<file path="config.mk">
export PLATFORM = sky130hd
export DESIGN_NAME = wncs_ctrl
export DESIGN_NICKNAME = d
export VERILOG_FILES = /design/src/hw/rtl/wncs_pkg.sv /design/src/hw/rtl/wncs_ctrl.sv
export SDC_FILE = /design/constraint.sdc
export NUM_CORES = 1
export LEC_CHECK = 0
export ABC_CLOCK_PERIOD_IN_PS = 2840
export BUFFER_PORTS_ARGS = -buffer_cell sky130_fd_sc_hd__buf_2
export CORE_ASPECT_RATIO = 0.75
export CORE_MARGIN = 8
export CORE_UTILIZATION = 40
export CTS_CLUSTER_DIAMETER = 150
export DETAILED_ROUTE_END_ITERATION = 10
export GPL_ROUTABILITY_DRIVEN = 0
export PLACE_DENSITY = 0.6
export SETUP_SLACK_MARGIN = 0.02
export SLEW_MARGIN = 20
export SYNTH_ARGS = -nofsm -noshare
export SYNTH_HDL_FRONTEND = slang
export SYNTH_SLANG_ARGS = --single-unit
</file>
<file path="constraint.sdc">
create_clock -name clk -period 2.84 [get_ports clk]
set_clock_uncertainty 0.2 [all_clocks]
set_input_delay 0.284 -clock clk [delete_from_list [all_inputs] [get_ports clk]]
set_output_delay 0.284 -clock clk [all_outputs]
set_load 0.01 [all_outputs]
</file>
<file path="src/hw/rtl/wncs_pkg.sv">
package wncs_pkg;

  localparam int MAX_ENTRIES_DEF = 64;

  localparam int IDX_W   = 6;
  localparam int CNT_W   = 7;
  localparam int VAL_W   = 15;
  localparam int WT_W    = 10;
  localparam int ENTRY_W = 2 * VAL_W + WT_W;
  localparam int SQ_W    = 2 * VAL_W;
  localparam int D2_W    = SQ_W + 1;
  localparam int W2_W    = 2 * WT_W;
  localparam int PROD_W  = D2_W + W2_W;

  // stages from scan issue to the best-entry update
  localparam int PIPE_LAT = 5;
  localparam int DRAIN_W  = 3;

  localparam logic REQ_WRITE = 1'b0;
  localparam logic REQ_QUERY = 1'b1;

  typedef struct packed {
    logic start;
    logic wr_entry;
    logic issue;
    logic load_out;
  } wncs_cmd_t;

endpackage

</file>
<file path="src/hw/rtl/wncs_ctrl.sv">
module wncs_ctrl #(
  parameter int MAX_ENTRIES = wncs_pkg::MAX_ENTRIES_DEF
) (
  input  logic                                   clk,
  input  logic                                   rst_n,
  input  logic                                   in_valid,
  output logic                                   in_ready,
  input  logic                                   in_req_type,
  input  logic                                   out_ready,
  output logic                                   out_valid,
  input  logic                                   cfg_wr_en,
  input  logic [wncs_pkg::CNT_W-1:0]             cfg_wr_data,
  output wncs_pkg::wncs_cmd_t                    cmd,
  output logic [$clog2((MAX_ENTRIES < (1 << wncs_pkg::IDX_W)) ?
                MAX_ENTRIES : (1 << wncs_pkg::IDX_W))-1:0] scan_addr
);
  import wncs_pkg::*;

  localparam int DEPTH = (MAX_ENTRIES < (1 << IDX_W)) ? MAX_ENTRIES : (1 << IDX_W);
  localparam int IW    = $clog2(DEPTH);

  typedef enum logic [1:0] {
    ST_IDLE,
    ST_SCAN,
    ST_DRAIN,
    ST_FINISH
  } state_t;

  state_t             state_r;
  logic [CNT_W-1:0]   count_r;
  logic [CNT_W-1:0]   n_r;
  logic [CNT_W-1:0]   cnt_r;
  logic [DRAIN_W-1:0] drain_r;
  logic               out_valid_r;
  logic [CNT_W-1:0]   n_clamp;
  logic               accept;

  always_comb begin
    accept       = in_valid && (state_r == ST_IDLE);
    n_clamp      = (count_r > CNT_W'(DEPTH)) ? CNT_W'(DEPTH) : count_r;
    cmd.wr_entry = accept && (in_req_type == REQ_WRITE);
    cmd.start    = accept && (in_req_type == REQ_QUERY);
    cmd.issue    = (state_r == ST_SCAN);
    cmd.load_out = (state_r == ST_FINISH) && (!out_valid_r || out_ready);
  end

  assign in_ready  = (state_r == ST_IDLE);
  assign out_valid = out_valid_r;
  assign scan_addr = cnt_r[IW-1:0];

  always_ff @(posedge clk) begin
    if (!rst_n) begin
      state_r     <= ST_IDLE;
      count_r     <= '0;
      n_r         <= '0;
      cnt_r       <= '0;
      drain_r     <= '0;
      out_valid_r <= 1'b0;
    end else begin
      if (cfg_wr_en) begin
        count_r <= cfg_wr_data;
      end
      if (cmd.load_out) begin
        out_valid_r <= 1'b1;
      end else if (out_valid_r && out_ready) begin
        out_valid_r <= 1'b0;
      end
      unique case (state_r)
        ST_IDLE: begin
          if (cmd.start) begin
            n_r     <= n_clamp;
            cnt_r   <= '0;
            state_r <= (n_clamp == '0) ? ST_FINISH : ST_SCAN;
          end
        end
        ST_SCAN: begin
          cnt_r <= cnt_r + CNT_W'(1);
          if ((cnt_r + CNT_W'(1)) == n_r) begin
            drain_r <= DRAIN_W'(PIPE_LAT - 1);
            state_r <= ST_DRAIN;
          end
        end
        ST_DRAIN: begin
          if (drain_r == '0) begin
            state_r <= ST_FINISH;
          end else begin
            drain_r <= drain_r - DRAIN_W'(1);
          end
        end
        ST_FINISH: begin
          if (cmd.load_out) begin
            state_r <= ST_IDLE;
          end
        end
        default: begin
          state_r <= ST_IDLE;
        end
      endcase
    end
  end

endmodule

</file>
==> results.yml, run 1 <==
synthesis:
  avgSynthCellArea_um2: 8.64
  synth_compound_area_frac: 0.145
  synth_warnings: 0
  syn-instance-count: 170
  synth-xor-area-share: 0.0698
  synth_top_cells_by_count: "dfxtp_1, nor2_1, a21oi_1"
  synthesis.area_mm2: 0.00147
  synth-edff-count: 0
  synth_top_area_frac: 0.368
  ys_seq_elements: 27
  ys_types: 33
  synth_nets: 190
  seq_area_frac_synth: 0.368
  synthTopCellsByArea: "dfxtp_1, mux2i_1, nor2_1"
  synthMuxAreaShare: 0.0750
  synth_most_common_cell: "dfxtp_1"
  async_flop_share: 0
  ys.flop_type: "dfxtp_1"
  synth_top_family_by_area: "simple AND/OR/NAND/NOR gates"
  yosys.area.top_type: "dfxtp_1"
  synthAdderAreaFrac: 0.0596
  synth-simple-area-share: 0.214
timing:
  fin_tns_setup_ps: 0
  setup_violations: 0
  drv_slew: 0
  worstMarginPinSlew_ps: 602
  min_period_over_period: 0.914
  rsz0062_at_grt: "false"
  fin_crit_ps: 2600
  hold_violations: 0
  slew-limit-headroom: 0.599
  fmax_mhz: 385
finish:
  fill_cells: 357
  area_growth_pct: 11.6
  finalInstanceArea_mm2: 0.00164
  regArea_um2: 541
  nNetsFinal: 208
  multi_input_area_um2: 827
  drive_above_1_share: 0.182
  antenna_cells: 0
min_path:
  hold_path.class: "in -> reg"
  hold_path_depth: 3
  min_to: "count_r[5]"
  min-delay-start: "cfg_wr_data[5]"
clock_tree:
  cts.reportedPaths.clkPinSlew_ps: 90
  postCtsSetupBuffers: 0
  clock_sinks: 27
  cts_resized: 0
  cts_buffer_depth: 2
  cts_buffers: 3
  cts_tree: "yes"
  insertion_delay_ps: 270
  cts_hold_buf: 0
  htree_levels: 1
  root_buffer: "clkbuf_8"
setup_path:
  worstPathArrival_ps: 2550
  end_kind: "register"
  ff2ff_setup_slack_ps: 240
  cp_max_fo: 7
  crit_type: "reg -> reg"
  rr_worst_depth: 7
  start_kind: "register"
  crit_required_ps: 2800
  critPathLaunch: "cnt_r[0]"
  r2r-end: "drain_r[2]"
  r2r_start: "cnt_r[0]"
route:
  dr.pass1.iters: 4
  vias: 1198
  wl_per_cell_um: 13.4
  drc: 0
  finalWirelength_mm: 3.19
  final_antenna_net_count: 0
  via_per_inst: 5.01
  drt_iter0_drc: 62
grt:
  antenna_found_initial: 0
  grt_max_degree: 26
  first_global_vias: 1161
  grt_util_all_layers: 0.114
  grt_pass1_wl_mm: 5.34
  grt-ovfl-total: 0
place:
  placed_area_mm2: 0.00159
  dp_hpwl_mm: 2.49
  io_buffers: 24
power_and_ir_drop:
  powerDensity_mw_per_mm2: 731
  peakVddDrop_mv: 0.419
  p_leak_nw: 0.716
floorplanning:
  die_w_um: 86.0
  core_mm2: 0.00359
  initial_core_util: 0.409
  pin_count: 25
  rows: 19
  die_h_um: 68.5
  die-area_mm2: 0.00589
run_status:
  outcome: "finished clean"
job:
  drv_cap: 0
## where the power goes
part	leakage [nW]	switching (mW)	internal (mW)	total, mW
combinational	0.474	0.309	0.215	0.523
clock	0.0228	0.115	0.100	0.216
sequential	0.220	0.0391	0.420	0.459
## worst max-delay path by stage
stage,cells after the start,slack [ps],to
after floorplan,7,530,drain_r[0]
after global placement,7,400,drain_r[2]
after detailed placement,7,260,drain_r[2]
after CTS,7,240,drain_r[2]
after global routing,7,110,drain_r[2]
final,7,240,drain_r[2]
## registers in the layout, indices dropped and copies added, names as in the netlist
name / cells
cnt_r: 7
state_r: 2
out_valid: 1
n_r: 7
drain_r: 3
count_r: 7
## critical path: stages, from the launching register on
cell	delay (ps)
dfxtp_1	470
ha_1	310
nand3_1	180
or2_1	330
xnor2_2	170
o41ai_4	410
o211ai_2	220
mux2i_1	160
## cells in the final DEF, fill, tap and decap left out, types with 3 or more instances in the layout
| cell | count |
|---|---|
| dfxtp_1 | 27 |
| nor2_1 | 24 |
| buf_2 | 24 |
| a21oi_1 | 17 |
| nand2_1 | 11 |
| mux2i_1 | 11 |
| inv_1 | 8 |
| ha_1 | 7 |
| nor3b_1 | 6 |
| nand3_1 | 5 |
| nor3_1 | 5 |
| a21o_1 | 5 |
| xor2_1 | 4 |
| xnor2_1 | 4 |
| nor2b_1 | 3 |
| clkbuf_8 | 3 |
## per-layer routing
layer	global-route usage	share of wire	up-vias
met5	0	0	-
met2	0.185	0.46	29
li1	-	-	615
met3	0.0420	0.066	2
met4	0.0370	0.0072	0
met1	0.138	0.47	552
## metrics by stage
stage | setup slack, ps | hold WS, ps | util | power (mW) | std cells
2_1_floorplan | 526 | 223 | - | 0.858 | 170
3_3_place_gp | 402 | 248 | 0.444 | 0.972 | 235
3_5_place_dp | 256 | 267 | 0.444 | 0.993 | 235
4_1_cts | 237 | 44.2 | 0.457 | 1.21 | 239
5_1_grt | 110 | 58.2 | 0.457 | 1.29 | 239
6_report | 245 | 50.1 | 0.457 | 1.20 | 239
## cell families after synthesis
| logic type | Yosys count |
|---|---|
| DFF | 27 |
| xor gates and xnor gates | 10 |
| adders and majority gates | 7 |
| buffers and inverters | 21 |
| and+or+nand+nor | 63 |
| muxes | 11 |
| AOI/OAI and AO/OA | 31 |
## area by class of cell
| type | count | area share |
|---|---|---|
| inverter | 9 | 0.0206 |
| timing repair buffer | 25 | 0.0779 |
| tap | 52 | 0.0397 |
| sequential | 27 | 0.330 |
| multi-input combinational | 122 | 0.505 |
| clock buffer | 4 | 0.0275 |
Power figures use the tool's default switching activity.
==> run 2, diff against run 1 <==
==> constraint.sdc (replaced) <==
create_clock -name clk -period 2.84 [get_ports clk]
set_clock_uncertainty 0.2 [all_clocks]
set_input_delay 0.142 -clock clk [delete_from_list [all_inputs] [get_ports clk]]
set_output_delay 0.142 -clock clk [all_outputs]
set_load 0.01 [all_outputs]
==> run 2 against run 1 <==
  * First-iteration DRC count shrank 8.1%
  * Via count grew 2.6%
  * Cell count grew 3.8%
  * Setup slack gained 9.1 ps
  * Combinational power grew 2%
  * Sequential power is essentially flat
  * Highest routed layer unchanged
  * Critical endpoint unchanged
  * Global-route usage grew 0.41 points
  * Sequential cell count is the same
  * Critical path type unchanged
==> results.yml, run 2 (synthesis results as in run 1) <==
grt:
  grt_pass1_wl_mm: 5.54
  grt_max_degree: 26
  first_global_vias: 1196
  grt_util_all_layers: 0.118
  antenna_found_initial: 0
  grt-ovfl-total: 0
power_and_ir_drop:
  clkPwrFrac: 0.179
  combPwrFrac: 0.442
  peakVddDrop_mv: 0.409
  power_mw: 1.21
  p_sw_mw: 0.467
  intPower_mw: 0.742
  p_leak_nw: 0.754
  share_seq_of_total_power: 0.379
  p_sw_frac: 0.386
  powerDensity_mw_per_mm2: 700
floorplanning:
  die_h_um: 68.5
  die_w_um: 86.0
  pin_count: 25
  die-area_mm2: 0.00589
  rows: 19
  core_mm2: 0.00359
  initial_core_util: 0.409
place:
  placedCellCount: 235
  dp_hpwl_mm: 2.49
  dp_slack_ps: 256
  placed_area_mm2: 0.00159
  io_buffers: 24
finish:
  reg_top3: "cnt_r: 7 flops, count_r: 7 flops, n_r: 7 flops"
  fin_cells: 248
  fin_util: 0.482
  area_growth_pct: 17.7
  nNetsFinal: 217
  antenna_cells: 0
  final_common_cell: "dfxtp_1"
  final_cell_mix: "dfxtp_1, nor2_1, buf_2, a21oi_1"
  finalInstanceArea_mm2: 0.00173
  drive_above_1_share: 0.173
timing:
  drv_slew: 0
  hold_violations: 0
  fmax_mhz: 387
  slew-limit-headroom: 0.582
  setup_violations: 0
  worstMarginPinSlew_ps: 627
  min_period_over_period: 0.911
  rsz0062_at_grt: "false"
  fin_tns_setup_ps: 0
  whs_ps: 79.2
  fin_crit_ps: 2590
  setup_slack_ps: 254
clock_tree:
  htree_levels: 1
  cts_buffer_depth: 2
  cts_buffers: 3
  clock_sinks: 27
  cts.reportedPaths.clkPinSlew_ps: 90
  postCtsSetupBuffers: 0
  cts_tree: "yes"
  insertion_delay_ps: 270
  root_buffer: "clkbuf_8"
setup_path:
  r2r_start: "cnt_r[0]"
  cp_max_fo: 7
  slowest_stage: "dfxtp_1"
  start_kind: "register"
  critPathLaunch: "cnt_r[0]"
  worstPathArrival_ps: 2540
  crit_buf_inv: 0
  crit_type: "reg -> reg"
  end_kind: "register"
  critPathTopFamily: "compound AO/OA/AOI/OAI gates"
  crit_required_ps: 2800
  cpPeakStageDelay_ps: 470
  timing.critical_path.cells: "ha_1 > nand3_1 > or2_1 > xnor2_2 > o41ai_4 > o211ai_2 > mux2i_1"
route:
  vias: 1229
  dr.pass1.iters: 4
  via_per_inst: 4.96
  drt_iter0_drc: 57
  wl_per_cell_um: 13.2
  drc: 0
  final_antenna_net_count: 0
  finalWirelength_mm: 3.29
run_status:
  outcome: "finished clean"
job:
  drv_cap: 0
min_path:
  hold_path.class: "in -> reg"
  min-delay-start: "cfg_wr_en"
-- run 2: changes by cell type in the layout (fill, tap and decap cells not counted) --
cell           previous run  this run
dlygate4sd3_1             0         9
-- run 2: power groups by stage --
stage | Clock [mW] | Sequential, mW | Combinational, mW
floorplan | 0 | 0.455 | 0.403
global placement | 0 | 0.463 | 0.508
detailed placement | 0 | 0.467 | 0.527
CTS | 0.222 | 0.459 | 0.537
global route | 0.241 | 0.466 | 0.595
finish | 0.216 | 0.459 | 0.534
-- run 2: routing by layer --
layer,vias to the layer above,part of all wire,GRT usage
met5,-,0,0
met4,0,0.0070,0.0370
met3,2,0.055,0.0420
met2,31,0.47,0.197
met1,562,0.47,0.140
li1,634,-,-
-- run 2: final cells by class --
| type | instances | area (um2) |
|---|---|---|
| clock buffers | 4 | 45.0 |
| fillers | 345 | 1860 |
| multi-input cells | 122 | 827 |
| inverters | 9 | 33.8 |
| well taps | 52 | 65.1 |
| flip-flops and latches | 27 | 541 |
| repair buffers | 34 | 218 |
-- run 2: path summary, 6_finish.rpt --
kind,depth (start not counted),slack (ps),endpoint
setup / recovery,7,250,drain_r[2]
setup reg to reg,7,250,drain_r[2]
hold / removal,3,80,count_r[5]
hold reg to reg,2,280,drain_r[0]
-- run 2: repair_timing --
item                                    CTS  global route
endpoints found under the setup margin    0             0
resized for setup                         0             0
hold buffers                              9             0
hold endpoints to repair                 11             0
-- run 2: worst register-to-register path, stage by stage, from the launching register on --
cell and delay [ps]:
dfxtp_1 470, ha_1 320, nand3_1 180, or2_1 330
xnor2_2 170, o41ai_4 410, o211ai_2 220, mux2i_1 160
